$ cat src/rtl/msq_pkg.sv
// ============================================================================
// msq_pkg - shared types and constants for the subscriber event queues
// Holds sizes, command and result words, opcodes and the ring helpers.
// ============================================================================
package msq_pkg;

	// Sizing
	localparam int NUM_QUEUES  = 4;
	localparam int QUEUE_DEPTH = 16;
	localparam int STAMP_BITS  = 32;

	localparam int QIX_W   = (NUM_QUEUES > 1) ? $clog2(NUM_QUEUES) : 1;
	localparam int PTR_W   = $clog2(QUEUE_DEPTH);
	localparam int CNT_W   = $clog2(QUEUE_DEPTH + 1);
	localparam int SLOT_W  = $clog2(NUM_QUEUES * QUEUE_DEPTH);
	localparam int SLOTS   = NUM_QUEUES * QUEUE_DEPTH;
	localparam int REC_W   = STAMP_BITS + 1;

	// Command queue between front and back
	localparam int FIFO_DEPTH = 2;
	localparam int FPTR_W     = $clog2(FIFO_DEPTH);
	localparam int FCNT_W     = $clog2(FIFO_DEPTH + 1);

	// Port field widths (fixed by the item format)
	localparam int KIND_W      = 3;
	localparam int QID_W       = 2;
	localparam int IN_STAMP_W  = 32;
	localparam int STATUS_W    = 2;
	localparam int IN_FIELDS_W = QID_W + IN_STAMP_W + 2;
	localparam int IN_DATA_W   = 8 * ((IN_FIELDS_W + 7) / 8);
	localparam int OUT_FIELDS_W = QID_W + IN_STAMP_W + 1;
	localparam int OUT_DATA_W  = 8 * ((OUT_FIELDS_W + 7) / 8);

	// Item kinds on the input stream
	localparam logic [KIND_W-1:0] KIND_EDGE  = 3'd0;
	localparam logic [KIND_W-1:0] KIND_WRITE = 3'd1;
	localparam logic [KIND_W-1:0] KIND_READ  = 3'd2;
	localparam logic [KIND_W-1:0] KIND_OPEN  = 3'd3;
	localparam logic [KIND_W-1:0] KIND_CLOSE = 3'd4;
	localparam logic [KIND_W-1:0] KIND_FLUSH = 3'd5;

	// Result status codes
	localparam logic [STATUS_W-1:0] STATUS_OK      = 2'd0;
	localparam logic [STATUS_W-1:0] STATUS_EMPTY   = 2'd1;
	localparam logic [STATUS_W-1:0] STATUS_NO_FREE = 2'd2;

	typedef enum logic [2:0] {
		OP_EDGE,
		OP_WRITE,
		OP_READ,
		OP_OPEN,
		OP_CLOSE,
		OP_FLUSH,
		OP_NOP
	} op_t;

	typedef enum logic [1:0] {
		ST_IDLE,
		ST_EDGE,
		ST_READ
	} state_t;

	typedef struct packed {
		op_t                   op;
		logic [QIX_W-1:0]      qid;
		logic [STAMP_BITS-1:0] stamp;
		logic                  flag;
	} cmd_t;

	typedef struct packed {
		logic [STATUS_W-1:0]   status;
		logic [QID_W-1:0]      granted_queue;
		logic [IN_STAMP_W-1:0] out_stamp;
		logic                  out_flag;
	} res_t;

	// Fit the port time stamp to the stored width
	function automatic logic [STAMP_BITS-1:0] to_store_stamp(input logic [IN_STAMP_W-1:0] s);
		logic [63:0] w;
		w = 64'(s);
		return w[STAMP_BITS-1:0];
	endfunction

	// Fit a stored time stamp to the port width
	function automatic logic [IN_STAMP_W-1:0] to_port_stamp(input logic [STAMP_BITS-1:0] s);
		logic [63:0] w;
		w = 64'(s);
		return w[IN_STAMP_W-1:0];
	endfunction

	function automatic logic [QIX_W-1:0] to_qix(input logic [QID_W-1:0] q);
		logic [31:0] w;
		w = 32'(q);
		return w[QIX_W-1:0];
	endfunction

	// Advance a ring position by one
	function automatic logic [PTR_W-1:0] ptr_inc(input logic [PTR_W-1:0] p);
		return (p == PTR_W'(QUEUE_DEPTH - 1)) ? '0 : p + PTR_W'(1);
	endfunction

	// Ring position of head plus count; the sum stays below twice the depth
	function automatic logic [PTR_W-1:0] ptr_add(input logic [PTR_W-1:0] p,
		input logic [CNT_W-1:0] c);
		logic [CNT_W:0] s;
		s = (CNT_W+1)'(p) + (CNT_W+1)'(c);
		if (s >= (CNT_W+1)'(QUEUE_DEPTH)) begin
			s = s - (CNT_W+1)'(QUEUE_DEPTH);
		end
		return s[PTR_W-1:0];
	endfunction

	// Record store address of one ring position of one queue
	function automatic logic [SLOT_W-1:0] slot_of(input logic [QIX_W-1:0] q,
		input logic [PTR_W-1:0] p);
		return SLOT_W'(q) * SLOT_W'(QUEUE_DEPTH) + SLOT_W'(p);
	endfunction

endpackage

$ cat src/rtl/msq_front.sv
// ============================================================================
// msq_front - input side of the subscriber event queues
// Accepts items, decodes them into commands and buffers them for the back.
// ============================================================================
module msq_front (
	input  logic                              clk,
	input  logic                              arst_n,
	input  logic                              in_valid,
	output logic                              in_ready,
	input  logic [msq_pkg::KIND_W-1:0]        kind,
	input  logic [msq_pkg::QID_W-1:0]         queue_id,
	input  logic [msq_pkg::IN_STAMP_W-1:0]    time_stamp,
	input  logic                              pin_level,
	input  logic                              record_flag,
	output logic                              cmd_valid,
	input  logic                              cmd_ready,
	output msq_pkg::cmd_t                     cmd
);

	msq_pkg::cmd_t                 dec_cmd;
	logic                          q_ok;
	msq_pkg::cmd_t                 fifo_q [msq_pkg::FIFO_DEPTH];
	logic [msq_pkg::FPTR_W-1:0]    wptr_q;
	logic [msq_pkg::FPTR_W-1:0]    rptr_q;
	logic [msq_pkg::FCNT_W-1:0]    fcnt_q;
	logic                          wr_en;
	logic                          rd_en;

	assign q_ok = 32'(queue_id) < 32'(msq_pkg::NUM_QUEUES);

	// Classify: targeted kinds aimed past the last queue become no-ops
	always_comb begin
		dec_cmd.qid   = msq_pkg::to_qix(queue_id);
		dec_cmd.stamp = msq_pkg::to_store_stamp(time_stamp);
		dec_cmd.flag  = record_flag;
		case (kind)
			msq_pkg::KIND_EDGE: begin
				dec_cmd.op   = msq_pkg::OP_EDGE;
				dec_cmd.flag = ~pin_level;
			end
			msq_pkg::KIND_WRITE: dec_cmd.op = q_ok ? msq_pkg::OP_WRITE : msq_pkg::OP_NOP;
			msq_pkg::KIND_READ:  dec_cmd.op = q_ok ? msq_pkg::OP_READ  : msq_pkg::OP_NOP;
			msq_pkg::KIND_OPEN:  dec_cmd.op = msq_pkg::OP_OPEN;
			msq_pkg::KIND_CLOSE: dec_cmd.op = q_ok ? msq_pkg::OP_CLOSE : msq_pkg::OP_NOP;
			msq_pkg::KIND_FLUSH: dec_cmd.op = q_ok ? msq_pkg::OP_FLUSH : msq_pkg::OP_NOP;
			default:             dec_cmd.op = msq_pkg::OP_NOP;
		endcase
	end

	assign in_ready  = fcnt_q != msq_pkg::FCNT_W'(msq_pkg::FIFO_DEPTH);
	assign cmd_valid = fcnt_q != '0;
	assign cmd       = fifo_q[rptr_q];
	assign wr_en     = in_valid & in_ready;
	assign rd_en     = cmd_valid & cmd_ready;

	always_ff @(posedge clk or negedge arst_n) begin
		if (!arst_n) begin
			wptr_q <= '0;
			rptr_q <= '0;
			fcnt_q <= '0;
		end else begin
			if (wr_en) begin
				wptr_q <= (wptr_q == msq_pkg::FPTR_W'(msq_pkg::FIFO_DEPTH - 1)) ? '0
					: wptr_q + msq_pkg::FPTR_W'(1);
			end
			if (rd_en) begin
				rptr_q <= (rptr_q == msq_pkg::FPTR_W'(msq_pkg::FIFO_DEPTH - 1)) ? '0
					: rptr_q + msq_pkg::FPTR_W'(1);
			end
			if (wr_en && !rd_en) begin
				fcnt_q <= fcnt_q + msq_pkg::FCNT_W'(1);
			end else if (rd_en && !wr_en) begin
				fcnt_q <= fcnt_q - msq_pkg::FCNT_W'(1);
			end
		end
	end

	always_ff @(posedge clk) begin
		if (wr_en) begin
			fifo_q[wptr_q] <= dec_cmd;
		end
	end

endmodule

$ cat src/rtl/msq_back.sv
// ============================================================================
// msq_back - execution side of the subscriber event queues
// Holds queue state and the record store, runs commands, registers results.
// ============================================================================
module msq_back (
	input  logic          clk,
	input  logic          arst_n,
	input  logic          cmd_valid,
	output logic          cmd_ready,
	input  msq_pkg::cmd_t cmd,
	output logic          res_valid,
	input  logic          res_ready,
	output msq_pkg::res_t res
);

	localparam int NQ = msq_pkg::NUM_QUEUES;

	msq_pkg::state_t              state_q;
	msq_pkg::state_t              state_d;

	logic                         open_q  [NQ];
	logic                         open_d  [NQ];
	logic [msq_pkg::CNT_W-1:0]    count_q [NQ];
	logic [msq_pkg::CNT_W-1:0]    count_d [NQ];
	logic [msq_pkg::PTR_W-1:0]    head_q  [NQ];
	logic [msq_pkg::PTR_W-1:0]    head_d  [NQ];

	logic [msq_pkg::QIX_W-1:0]    idx_q;
	logic [msq_pkg::STAMP_BITS-1:0] edge_stamp_q;
	logic                         edge_flag_q;

	logic                         slot_free;
	logic                         take;
	logic [msq_pkg::QIX_W-1:0]    sel_q;
	logic [msq_pkg::CNT_W-1:0]    sel_cnt;
	logic [msq_pkg::PTR_W-1:0]    sel_head;
	logic                         sel_full;
	logic                         sel_empty;
	logic [msq_pkg::PTR_W-1:0]    push_ptr;
	logic                         last_idx;

	logic                         free_hit;
	logic [msq_pkg::QIX_W-1:0]    free_idx;

	logic                         res_valid_q;
	msq_pkg::res_t                res_q;
	logic                         res_load;
	msq_pkg::res_t                res_d;

	logic [msq_pkg::REC_W-1:0]    store_mem [msq_pkg::SLOTS];
	logic                         mem_we;
	logic [msq_pkg::SLOT_W-1:0]   mem_waddr;
	logic [msq_pkg::REC_W-1:0]    mem_wdata;
	logic                         mem_re;
	logic [msq_pkg::SLOT_W-1:0]   mem_raddr;
	logic [msq_pkg::REC_W-1:0]    mem_rdata_q;

	assign slot_free = !res_valid_q || res_ready;
	assign take      = (state_q == msq_pkg::ST_IDLE) && cmd_valid && slot_free;
	assign cmd_ready = (state_q == msq_pkg::ST_IDLE) && slot_free;

	// Per-queue accesses go through one selected queue, except that open claims the lowest closed queue
	assign sel_q     = (state_q == msq_pkg::ST_EDGE) ? idx_q : cmd.qid;
	assign sel_cnt   = count_q[sel_q];
	assign sel_head  = head_q[sel_q];
	assign sel_full  = sel_cnt == msq_pkg::CNT_W'(msq_pkg::QUEUE_DEPTH);
	assign sel_empty = sel_cnt == '0;
	// A full ring overwrites its oldest entry
	assign push_ptr  = sel_full ? sel_head : msq_pkg::ptr_add(sel_head, sel_cnt);
	assign last_idx  = idx_q == msq_pkg::QIX_W'(NQ - 1);

	// Lowest closed queue
	always_comb begin
		free_hit = 1'b0;
		free_idx = '0;
		for (int i = NQ - 1; i >= 0; i--) begin
			if (!open_q[i]) begin
				free_hit = 1'b1;
				free_idx = msq_pkg::QIX_W'(i);
			end
		end
	end

	// Next state
	always_comb begin
		state_d = state_q;
		case (state_q)
			msq_pkg::ST_IDLE: begin
				if (take) begin
					if (cmd.op == msq_pkg::OP_EDGE) begin
						state_d = msq_pkg::ST_EDGE;
					end else if (cmd.op == msq_pkg::OP_READ && !sel_empty) begin
						state_d = msq_pkg::ST_READ;
					end
				end
			end
			msq_pkg::ST_EDGE: begin
				if (last_idx) begin
					state_d = msq_pkg::ST_IDLE;
				end
			end
			msq_pkg::ST_READ: state_d = msq_pkg::ST_IDLE;
			default:          state_d = msq_pkg::ST_IDLE;
		endcase
	end

	// Datapath and queue state updates
	always_comb begin
		for (int i = 0; i < NQ; i++) begin
			open_d[i]  = open_q[i];
			count_d[i] = count_q[i];
			head_d[i]  = head_q[i];
		end
		mem_we    = 1'b0;
		mem_waddr = msq_pkg::slot_of(sel_q, push_ptr);
		mem_wdata = {cmd.stamp, cmd.flag};
		mem_re    = 1'b0;
		mem_raddr = msq_pkg::slot_of(sel_q, sel_head);
		res_load  = 1'b0;
		res_d     = '0;
		case (state_q)
			msq_pkg::ST_IDLE: begin
				if (take) begin
					case (cmd.op)
						msq_pkg::OP_WRITE: begin
							mem_we         = 1'b1;
							head_d[sel_q]  = sel_full ? msq_pkg::ptr_inc(sel_head) : sel_head;
							count_d[sel_q] = sel_full ? sel_cnt : sel_cnt + msq_pkg::CNT_W'(1);
							res_load       = 1'b1;
						end
						msq_pkg::OP_READ: begin
							if (sel_empty) begin
								res_load     = 1'b1;
								res_d.status = msq_pkg::STATUS_EMPTY;
							end else begin
								mem_re         = 1'b1;
								head_d[sel_q]  = msq_pkg::ptr_inc(sel_head);
								count_d[sel_q] = sel_cnt - msq_pkg::CNT_W'(1);
							end
						end
						msq_pkg::OP_OPEN: begin
							res_load = 1'b1;
							if (free_hit) begin
								open_d[free_idx]    = 1'b1;
								count_d[free_idx]   = '0;
								head_d[free_idx]    = '0;
								res_d.granted_queue = 2'(free_idx);
							end else begin
								res_d.status = msq_pkg::STATUS_NO_FREE;
							end
						end
						msq_pkg::OP_CLOSE: begin
							open_d[sel_q]  = 1'b0;
							count_d[sel_q] = '0;
							res_load       = 1'b1;
						end
						msq_pkg::OP_FLUSH: begin
							count_d[sel_q] = '0;
							res_load       = 1'b1;
						end
						msq_pkg::OP_EDGE: ;
						default: res_load = 1'b1;
					endcase
				end
			end
			msq_pkg::ST_EDGE: begin
				mem_wdata = {edge_stamp_q, edge_flag_q};
				if (open_q[sel_q]) begin
					mem_we         = 1'b1;
					head_d[sel_q]  = sel_full ? msq_pkg::ptr_inc(sel_head) : sel_head;
					count_d[sel_q] = sel_full ? sel_cnt : sel_cnt + msq_pkg::CNT_W'(1);
				end
				res_load = last_idx;
			end
			msq_pkg::ST_READ: begin
				res_load        = 1'b1;
				res_d.out_stamp = msq_pkg::to_port_stamp(mem_rdata_q[msq_pkg::REC_W-1:1]);
				res_d.out_flag  = mem_rdata_q[0];
			end
			default: ;
		endcase
	end

	always_ff @(posedge clk or negedge arst_n) begin
		if (!arst_n) begin
			state_q     <= msq_pkg::ST_IDLE;
			idx_q       <= '0;
			res_valid_q <= 1'b0;
			for (int i = 0; i < NQ; i++) begin
				open_q[i]  <= 1'b0;
				count_q[i] <= '0;
				head_q[i]  <= '0;
			end
		end else begin
			state_q <= state_d;
			for (int i = 0; i < NQ; i++) begin
				open_q[i]  <= open_d[i];
				count_q[i] <= count_d[i];
				head_q[i]  <= head_d[i];
			end
			if (take) begin
				idx_q <= '0;
			end else if (state_q == msq_pkg::ST_EDGE) begin
				idx_q <= idx_q + msq_pkg::QIX_W'(1);
			end
			if (res_load) begin
				res_valid_q <= 1'b1;
			end else if (res_ready) begin
				res_valid_q <= 1'b0;
			end
		end
	end

	always_ff @(posedge clk) begin
		if (take) begin
			edge_stamp_q <= cmd.stamp;
			edge_flag_q  <= cmd.flag;
		end
		if (res_load) begin
			res_q <= res_d;
		end
	end

	// Record store: one write port, one registered read port
	always_ff @(posedge clk) begin
		if (mem_we) begin
			store_mem[mem_waddr] <= mem_wdata;
		end
		if (mem_re) begin
			mem_rdata_q <= store_mem[mem_raddr];
		end
	end

	assign res_valid = res_valid_q;
	assign res       = res_q;

endmodule

$ cat src/rtl/multi_subscriber_event_queues_core.sv
// ============================================================================
// multi_subscriber_event_queues_core - subscriber queues of motion records
// Four ring queues of sixteen time-stamped records behind a stream interface.
// ============================================================================
// One input word carries one command and gives back exactly one result word,
// in order. tuser selects the command: sensor edge (append the time stamp and
// the inverted pin level to every open queue), write (append one record to
// one queue), read (pop the oldest record of one queue, or report empty),
// open (claim the lowest closed queue, or report none free), close (free a
// queue and empty it) and flush (empty a queue). Appending to a full queue
// drops its oldest record first. A queue id past the last queue, and an
// unused kind, leave everything as is and answer with status ok. Timing: a
// two-entry command queue sits behind s_tready, so input words are taken
// while the execution side is busy or a result waits on m_tready. Write,
// open, close, flush, an empty read and an ignored command run in the idle
// state alone; a read that pops also passes through the read state, as the
// record store read port is registered; a sensor edge steps through the edge
// state, since the single write port of the record store serves the queues
// one after the other. No clearing pass is run after reset: records are read
// only after they were written, and queue state resets in flip-flops at once.
// ============================================================================
module multi_subscriber_event_queues_core (
	input  logic                              clk,
	input  logic                              arst_n,
	input  logic                              s_tvalid,
	output logic                              s_tready,
	// [1:0] queue_id, [33:2] time_stamp, [34] pin_level, [35] record_flag
	input  logic [msq_pkg::IN_DATA_W-1:0]     s_tdata,
	// [2:0] kind
	input  logic [msq_pkg::KIND_W-1:0]        s_tuser,
	output logic                              m_tvalid,
	input  logic                              m_tready,
	// [1:0] granted_queue, [33:2] out_stamp, [34] out_flag
	output logic [msq_pkg::OUT_DATA_W-1:0]    m_tdata,
	// [1:0] status
	output logic [msq_pkg::STATUS_W-1:0]      m_tuser
);

	localparam int QID_LO   = 0;
	localparam int STAMP_LO = QID_LO + msq_pkg::QID_W;
	localparam int PIN_BIT  = STAMP_LO + msq_pkg::IN_STAMP_W;
	localparam int FLAG_BIT = PIN_BIT + 1;

	logic          cmd_valid;
	logic          cmd_ready;
	msq_pkg::cmd_t cmd;
	msq_pkg::res_t res;

	// Front: classify and buffer commands
	msq_front u_front (
		.clk         (clk),
		.arst_n      (arst_n),
		.in_valid    (s_tvalid),
		.in_ready    (s_tready),
		.kind        (s_tuser),
		.queue_id    (s_tdata[QID_LO +: msq_pkg::QID_W]),
		.time_stamp  (s_tdata[STAMP_LO +: msq_pkg::IN_STAMP_W]),
		.pin_level   (s_tdata[PIN_BIT]),
		.record_flag (s_tdata[FLAG_BIT]),
		.cmd_valid   (cmd_valid),
		.cmd_ready   (cmd_ready),
		.cmd         (cmd)
	);

	// Back: run commands against queue state and the record store
	msq_back u_back (
		.clk       (clk),
		.arst_n    (arst_n),
		.cmd_valid (cmd_valid),
		.cmd_ready (cmd_ready),
		.cmd       (cmd),
		.res_valid (m_tvalid),
		.res_ready (m_tready),
		.res       (res)
	);

	// Pack the result word, zero padded to whole bytes
	assign m_tdata = msq_pkg::OUT_DATA_W'({res.out_flag, res.out_stamp, res.granted_queue});
	assign m_tuser = res.status;

endmodule
$ cat config.mk
export PLATFORM = sky130hd
export DESIGN_NAME = multi_subscriber_event_queues_core
export DESIGN_NICKNAME = d
export VERILOG_FILES = /design/src/rtl/msq_pkg.sv /design/src/rtl/msq_front.sv /design/src/rtl/msq_back.sv /design/src/rtl/multi_subscriber_event_queues_core.sv
export SDC_FILE = /design/constraint.sdc
export NUM_CORES = 2
export LEC_CHECK = 0
export ABC_AREA = 0
export BUFFER_PORTS_ARGS = -buffer_cell sky130_fd_sc_hd__buf_2
export CORE_MARGIN = 2
export CORE_UTILIZATION = 40
export CTS_BUF_LIST = sky130_fd_sc_hd__clkbuf_4
export DETAILED_ROUTE_END_ITERATION = 8
export PLACE_DENSITY = 0.63
export SKIP_LAST_GASP = 1
export SLEW_MARGIN = 20
export SYNTH_ARGS = -nofsm -noshare
export SYNTH_HDL_FRONTEND = slang
export SYNTH_SLANG_ARGS = --single-unit
$ cat constraint.sdc
create_clock -name clk -period 16 [get_ports clk]
set_clock_uncertainty 0.15 [all_clocks]
set_input_delay 3.2 -clock clk [delete_from_list [all_inputs] [get_ports clk]]
set_output_delay 3.2 -clock clk [all_outputs]
set_load 0.02 [all_outputs]
---- After elaboration in Yosys (flattened, before gate mapping) ----
Memory sizes are Yosys's and may differ from the RTL's. A register that Yosys moved wholly into a read port is not among the register bits.
Index checks and enable logic that the tools add are counted.
cells by class
  add/subtract/negate cells ............... 12
  magnitude comparators ................... 5
  equality and inequality tests ........... 25
  mux-type cells .......................... 88
  bitwise logic cells ..................... 14
  reductions and logical operators ........ 30
operators with widths
  kind                count
  $mux 20             4
  $pmux 20 s4         1
  $mux 16             4
  $pmux 16 s3         1
  $and 20x20->20      2
  $bwmux 20           2
  $not 20->20         2
  $pmux 20 s2         1
  $mux 4              9
  $mux 33             1
  $bwmux 16           2
  $pmux 16 s2         1
  $mux 2              14
  $mux 1              27
  $mux 5              5
  $demux 5 s2         2
  $pmux 3 s6          1
  $and 16x16->16      1
  $demux 4 s2         2
  $not 16->16         1
  $add 6x4->6         2
  $eq 3x2->1 const B  4
  $eq 3x3->1 const B  4
  $reduce_and 6->1    2
  47 further kinds    79
storage, ports and cells
  register bits after elaboration ......... 119
  RAM bits ................................ 2188
  output and inout port bits .............. 44
  memories ................................ 2
memories
  memory            depth  bits a word  rd ports  clocked after memory_dff  write ports  RTL line         source
  u_back.store_mem  64     33           1         1                         1            msq_back.sv:50   logic [msq_pkg::REC_W-1:0] store_mem [msq_pkg::SLOTS];
  u_front.fifo_q    2      38           1         0                         1            msq_front.sv:22  msq_pkg::cmd_t fifo_q [msq_pkg::FIFO_DEPTH];

---- Longest topological paths before layout ----
  word-level depth ........................ 15
  depth in mapped cells ................... 18

---- Hierarchy ----
Synthesis repeated with hierarchy kept, for this count alone.
second synthesis, totals
  cells, all modules ...................... 5809
  area total of the unflattened synthesis .. 92944.1 sq um
by module, submodules not included
  module                              times used  cells an instance  area each (sq um)  sequential area each (sq um)
  msq_back                            1           5661               89891.2            67639.9
  msq_front                           1           142                3011.6             2382.3
  multi_subscriber_event_queues_core  1           6                  41.3               0.0

---- Worst setup path after synthesis ----
OpenSTA, ideal clock, no wires.
  path type ............................... in2reg
  from .................................... input port m_tready
  to ...................................... register u_back.res_q, in the netlist u_back.res[0] (enable)
  library setup time ...................... 0.440 ns
  arrival ................................. 7.025 ns
  required time ........................... 15.410 ns
  path slack .............................. 8.385 ns
  stages on the path ...................... 8
  path through ............................ nand2b_1 > o21ai_0 > or3_1 > clkbuf_1 > inv_1 > clkbuf_1 > a22oi_1 > o21bai_1
between the ends
  cells in the longest elaborated chain, start to end .. 4
ends and longest elaborated chain
  item                  RTL line                                  source
  from (decl)           multi_subscriber_event_queues_core.sv:32  input logic m_tready,
  $logic_or 1x1->1      msq_back.sv:58                            assign slot_free = !res_valid_q || res_ready;
  $logic_and 1x1->1     msq_back.sv:59                            assign take = (state_q == msq_pkg::ST_IDLE) && cmd_valid && slot_free;
  via u_back.take       msq_back.sv:33                            logic take;
  $mux 1                msq_back.sv:123                           if (take) begin
  $pmux 1 s3            msq_back.sv:121                           case (state_q)
  via u_back.res_load   msq_back.sv:47                            logic res_load;
  to (signal assigned)  msq_back.sv:220                           res_q <= res_d;
  to (decl)             msq_back.sv:46                            msq_pkg::res_t res_q;
The timed path passes the listed nets, and every way through them passes these cells.
A chain may end at the register's enable or synchronous reset.

---- Worst setup path after layout ----
  from .................................... register u_back.state_q[1]
  to ...................................... register u_back.mem_rdata_q[24] (netlist bit) (read register of u_back.store_mem), data pin
between the ends
  cells in the longest elaborated chain, start to end .. 11
  elaborated cells between the ends (all ways) .. 18
  those cells by class .................... add/sub (1); eq/ne (1); mux (11); bitwise (1); reduce/logical (4)
ends and longest elaborated chain
  item                                        RTL line                        source
  from (decl)                                 msq_back.sv:18                  msq_pkg::state_t state_q;
  from (signal assigned)                      msq_back.sv:186                 state_q <= msq_pkg::ST_IDLE;
  from (signal assigned)                      msq_back.sv:195                 state_q <= state_d;
  $eq 2x1->1                                  msq_back.sv:63                  assign sel_q = (state_q == msq_pkg::ST_EDGE) ? idx_q : cmd.qid;
  $mux 2                                      msq_back.sv:63
  $not 2->3 (implied by the code)             msq_back.sv:64, msq_back.sv:65
  $bmux 5 s2                                  msq_back.sv:64                  assign sel_cnt = count_q[sel_q];
  $mux 5 (implied by the code) (2 in series)  msq_back.sv:64
  $logic_not 5->1                             msq_back.sv:67                  assign sel_empty = sel_cnt == '0;
  $mux 1                                      msq_back.sv:132                 if (sel_empty) begin
  $mux 1                                      msq_back.sv:124                 case (cmd.op)
  $mux 1                                      msq_back.sv:123
  $mux 1                                      msq_back.sv:121
  to (decl)                                   msq_back.sv:56                  logic [msq_pkg::REC_W-1:0] mem_rdata_q;
Several ways; a longest one is shown, not always the timed one. The select of a mux whose other input is x is not followed.

==> run summary <==
The net total in the final layout is 7018. The count of unresolved DRC violations after routing came out at 2. The insertion delay to the later sink of the worst-skew pair is 1.45 ns. Post-CTS repair changed the size of 0 cells. The overall die area came out at 237000 sq um. The placed wire-length estimate after detailed placement is 157.3 mm. The number of core rows came out at 177. Setup repair after global routing left no endpoint under its margin. Data on the critical path arrives at its endpoint at 9.24 ns. The worst-margin pin slew is 1.183 ns. The number of global-route vias before repair is 59360.

The number of buffers and inverters on the critical path is 5. The post-synthesis instance area is 93250 sq um. The most prevalent standard cell on the critical path is buf_4. The count of pins on the block boundary came out at 91.

Summing all placed instances gives a cell area of 98140 sq um. The global-route wire length before repair came out at 417.8 mm. The per-cell via count in the routed design came out at 5.949.

The signal on the critical path passes through nand2b_2 -> buf_4 -> a21o_1 -> a221o_4 -> nand2_8 -> inv_8 -> buf_4 -> buf_4 -> buf_4 -> mux2i_1 -> a221oi_1 -> nor4_1 -> o22ai_1 -> a211o_1. The proportion of register bits with asynchronous set or reset after synthesis came out at 0.02094. For this design, the CTS-stage hold fixing added 0 buffers.

The number of port buffers came out at 81. The total routing resource utilization after global routing came out at 0.2443. Detailed routing inserted a total of 61850 vias. The timing startpoint of the critical path is u_back.state_q[1]. The initial antenna violation count came out at 13. The synthesized design contains 2291 enable-type register cells. Setup violations remaining at the end of the flow were counted as 0. After clock tree synthesis, the clock-pin slew on the worst setup and hold paths is 0.06 ns. The cell at the root of the clock tree is clkbuf_4. In this run the worst setup path terminates at u_back.mem_rdata_q[24]. The cell with the largest stage delay on the worst path is a221o_4.

The number of buffers added for setup after CTS came out at 0. Final hold analysis gives a worst-case slack of 0.3360 ns. OpenSTA, run right after detailed placement, puts the worst setup slack at 7.873 ns. Across the run, the number of max-cap violations was 0. The detailed-router iteration count before antenna repair is 8. The endpoint of the worst-slack reg-to-reg timing path is u_back.mem_rdata_q[24]. The sequential-to-total area share from yosys stat is 0.7509. The area added between synthesis and finish came out at 13.23%. The clock drives 2340 sinks. The share of final-layout standard cells stronger than drive strength 1 came out at 0.1941.

The initial DRC count came out at 8431. The H-tree generated during clock tree synthesis spans 6 levels. The number of library cell types mapped by synthesis came out at 80.

The final reports fail on DRC. The headroom to the max-slew limit came out at 0.2095. The worst setup path is launched from a flop. The required time of the critical path came out at 16.99 ns. The hold violation count in the final report is 0. The leftover overflow at the end of global routing came out at 0. The filler cells instantiated in the layout total 20340. The most used flip-flop cell after synthesis is edfxtp_1.

The synthesized design contains 2340 register bits. The final critical-path required period is 8.259 ns. In this run the remaining antenna-violating nets after routing total 0. TritonCTS built the clock tree. The minimum setup slack among reg-to-reg paths came out at 7.74 ns. Dividing the detail-routed wire length by the instance count gives 28.52 um. The path class of the tightest hold or removal check is reg2reg.

The routability congestion estimate from global placement came out at 0.8860. The final setup TNS came out at 0 ns. The setup slack of the critical path after layout is 7.741 ns. The worst setup path category is reg2reg.

The pin count of the biggest net entering global routing is 141. The overall routed net length is 296.5 mm. The flow ran to the end, but the final reports show violations.

The CTS buffer count came out at 609. The chip height came out at 486.8 um. The number of cells on the worst reg-to-reg path came out at 14. The initial core utilization came out at 0.4014.

In this run the mean area of a mapped cell was 14.39 sq um. The startpoint identified for the worst register-to-register timing path is u_back.state_q[1]. Yosys printed 0 warnings. The largest stage delay on the critical path is 0.80 ns. The core outline area came out at 232300 sq um. The chip width is 486.8 um. The number of slew-limit violations in the final report came to 0.

The worst setup path is captured at a flop. In this design, the largest share of critical-path delay is due to buffers and inverters. The final worst-path cycle share came out at 0.5162. The maximum count of clock buffers along a single path came out at 4. In the synthesized netlist, the number of instances is 6481.

The summed area of non-filler cells in the final layout came out at 105600 sq um. The depth of the critical timing path with buffers and inverters included came out at 14. Timing would allow up to 121.1 MHz. The cell depth of the worst min-delay path is 1. The top fanout value on the critical path came out at 60.
## cells in the mapped netlist (15+ instances only)
cell	count	area, sq um
a211oi_1	225	1689
a21oi_1	96	480.5
a221oi_1	27	236.5
a22oi_1	15	112.6
a311oi_1	101	884.6
a31oi_1	124	775.7
a32o_1	20	200.2
a32oi_1	58	508.0
and2_1	40	250.2
and3_1	227	1420
buf_1	54	202.7
buf_2	171	855.8
clkbuf_1	189	709.4
dfrtp_1	49	1226
edfxtp_1	2291	68800
inv_1	20	75.07
mux2_2	59	664.4
mux2i_1	257	2572
nand2_1	1320	4955
nand3_1	397	1987
nand4_1	27	168.9
nor2_1	231	867.1
nor3_1	41	205.2
nor3_2	20	200.2
nor4_1	21	131.4
o211ai_1	33	247.7
o21ai_0	103	515.5
o221ai_1	21	183.9
o22ai_1	33	206.5
xnor2_1	17	148.9
## flip-flops by register name (all words and copies together), names as in the netlist, 4 cells and up
register / flops
u_back.count_q: 20
u_back.edge_stamp_q: 32
u_back.head_q: 16
u_back.mem_rdata_q: 33
u_back.open_q: 4
u_back.res: 37
u_back.store_mem: 2112
u_front.fifo_q: 76
## metal layers
layer	vias to the layer above	part of all wire	global-route usage
met5	-	0.000027	0
met4	2	0.051	0.1229
met3	682	0.11	0.06177
met2	4070	0.46	0.3847
met1	30950	0.37	0.3138
li1	26150	-	-
## kinds of logic (layout without fill, tap and decap cells)
kind of cell,after synthesis,after routing,synth area share
compound gates,957,957,0.07428
flops,2340,2340,0.7509
simple gates,2379,2379,0.1136
xor+xnor,23,23,0.002321
buf+inv,450,1312,0.02117
other cells,1,12,0.00004021
fa+ha+maj,5,5,0.0006709
mux,326,326,0.03704
## through the flow
stage,util,cells
3_3_place_gp,0.4222,9391
6_report,0.4545,10400
5_1_grt,0.4545,10390
4_1_cts,0.4540,10390
2_1_floorplan,-,6485
3_5_place_dp,0.4224,9393
## worst min-delay path by stage
stage	startpoint	to	slack, ns
2_1_floorplan	u_front.fcnt_q[1]	u_front.fcnt_q[1]	0.31
3_5_place_dp	u_front.fcnt_q[1]	u_front.fcnt_q[1]	0.34
6_report	u_back.mem_rdata_q[1]	u_back.res[1]	0.34
3_3_place_gp	u_front.fcnt_q[1]	u_front.fcnt_q[1]	0.33
5_1_grt	u_back.mem_rdata_q[1]	u_back.res[1]	0.35
4_1_cts	u_back.mem_rdata_q[1]	u_back.res[1]	0.34
## layout by cell type (no fill, tap or decap), drive strengths merged, types with 10 or more instances in the layout
master	instances
edfxtp	2291
nand2	1321
clkbuf	871
nand3	397
buf	299
mux2i	258
nor2	233
and3	227
a211oi	225
a31oi	124
o21ai	111
a311oi	101
a21oi	97
clkinv	93
nor3	61
mux2	60
a32oi	58
dfrtp	49
and2	40
o211ai	33
o22ai	33
inv	33
a221oi	27
nand4	27
o221ai	21
nor4	21
a32o	20
xnor2	19
a22oi	15
a221o	14
or4	13
bufinv	11
a311o	10
o31ai	10
## worst reg2reg max path, delay by kind of cell (launching register included)
family          cells  cell delay, ns
mux                 1            0.26
flops               1            0.70
compound gates      5            2.19
buf+inv             5            3.33
simple gates        3            1.41
## final cells by class
cell class / count / area [sq um] / area share
Antenna cell: 7 / 17.52 / 0.0001659
Clock buffer: 871 / 6539 / 0.06193
Clock inverter: 121 / 794.5 / 0.007524
Inverter: 21 / 88.84 / 0.0008413
Multi-Input combinational cell: 3695 / 22160 / 0.2099
Sequential cell: 2340 / 70020 / 0.6632
Tap cell: 3043 / 3807 / 0.03606
Timing Repair Buffer: 299 / 2157 / 0.02043
Power is not shown: default switching activity piles up to over one toggle a cycle in this logic, so the estimate is an artifact.
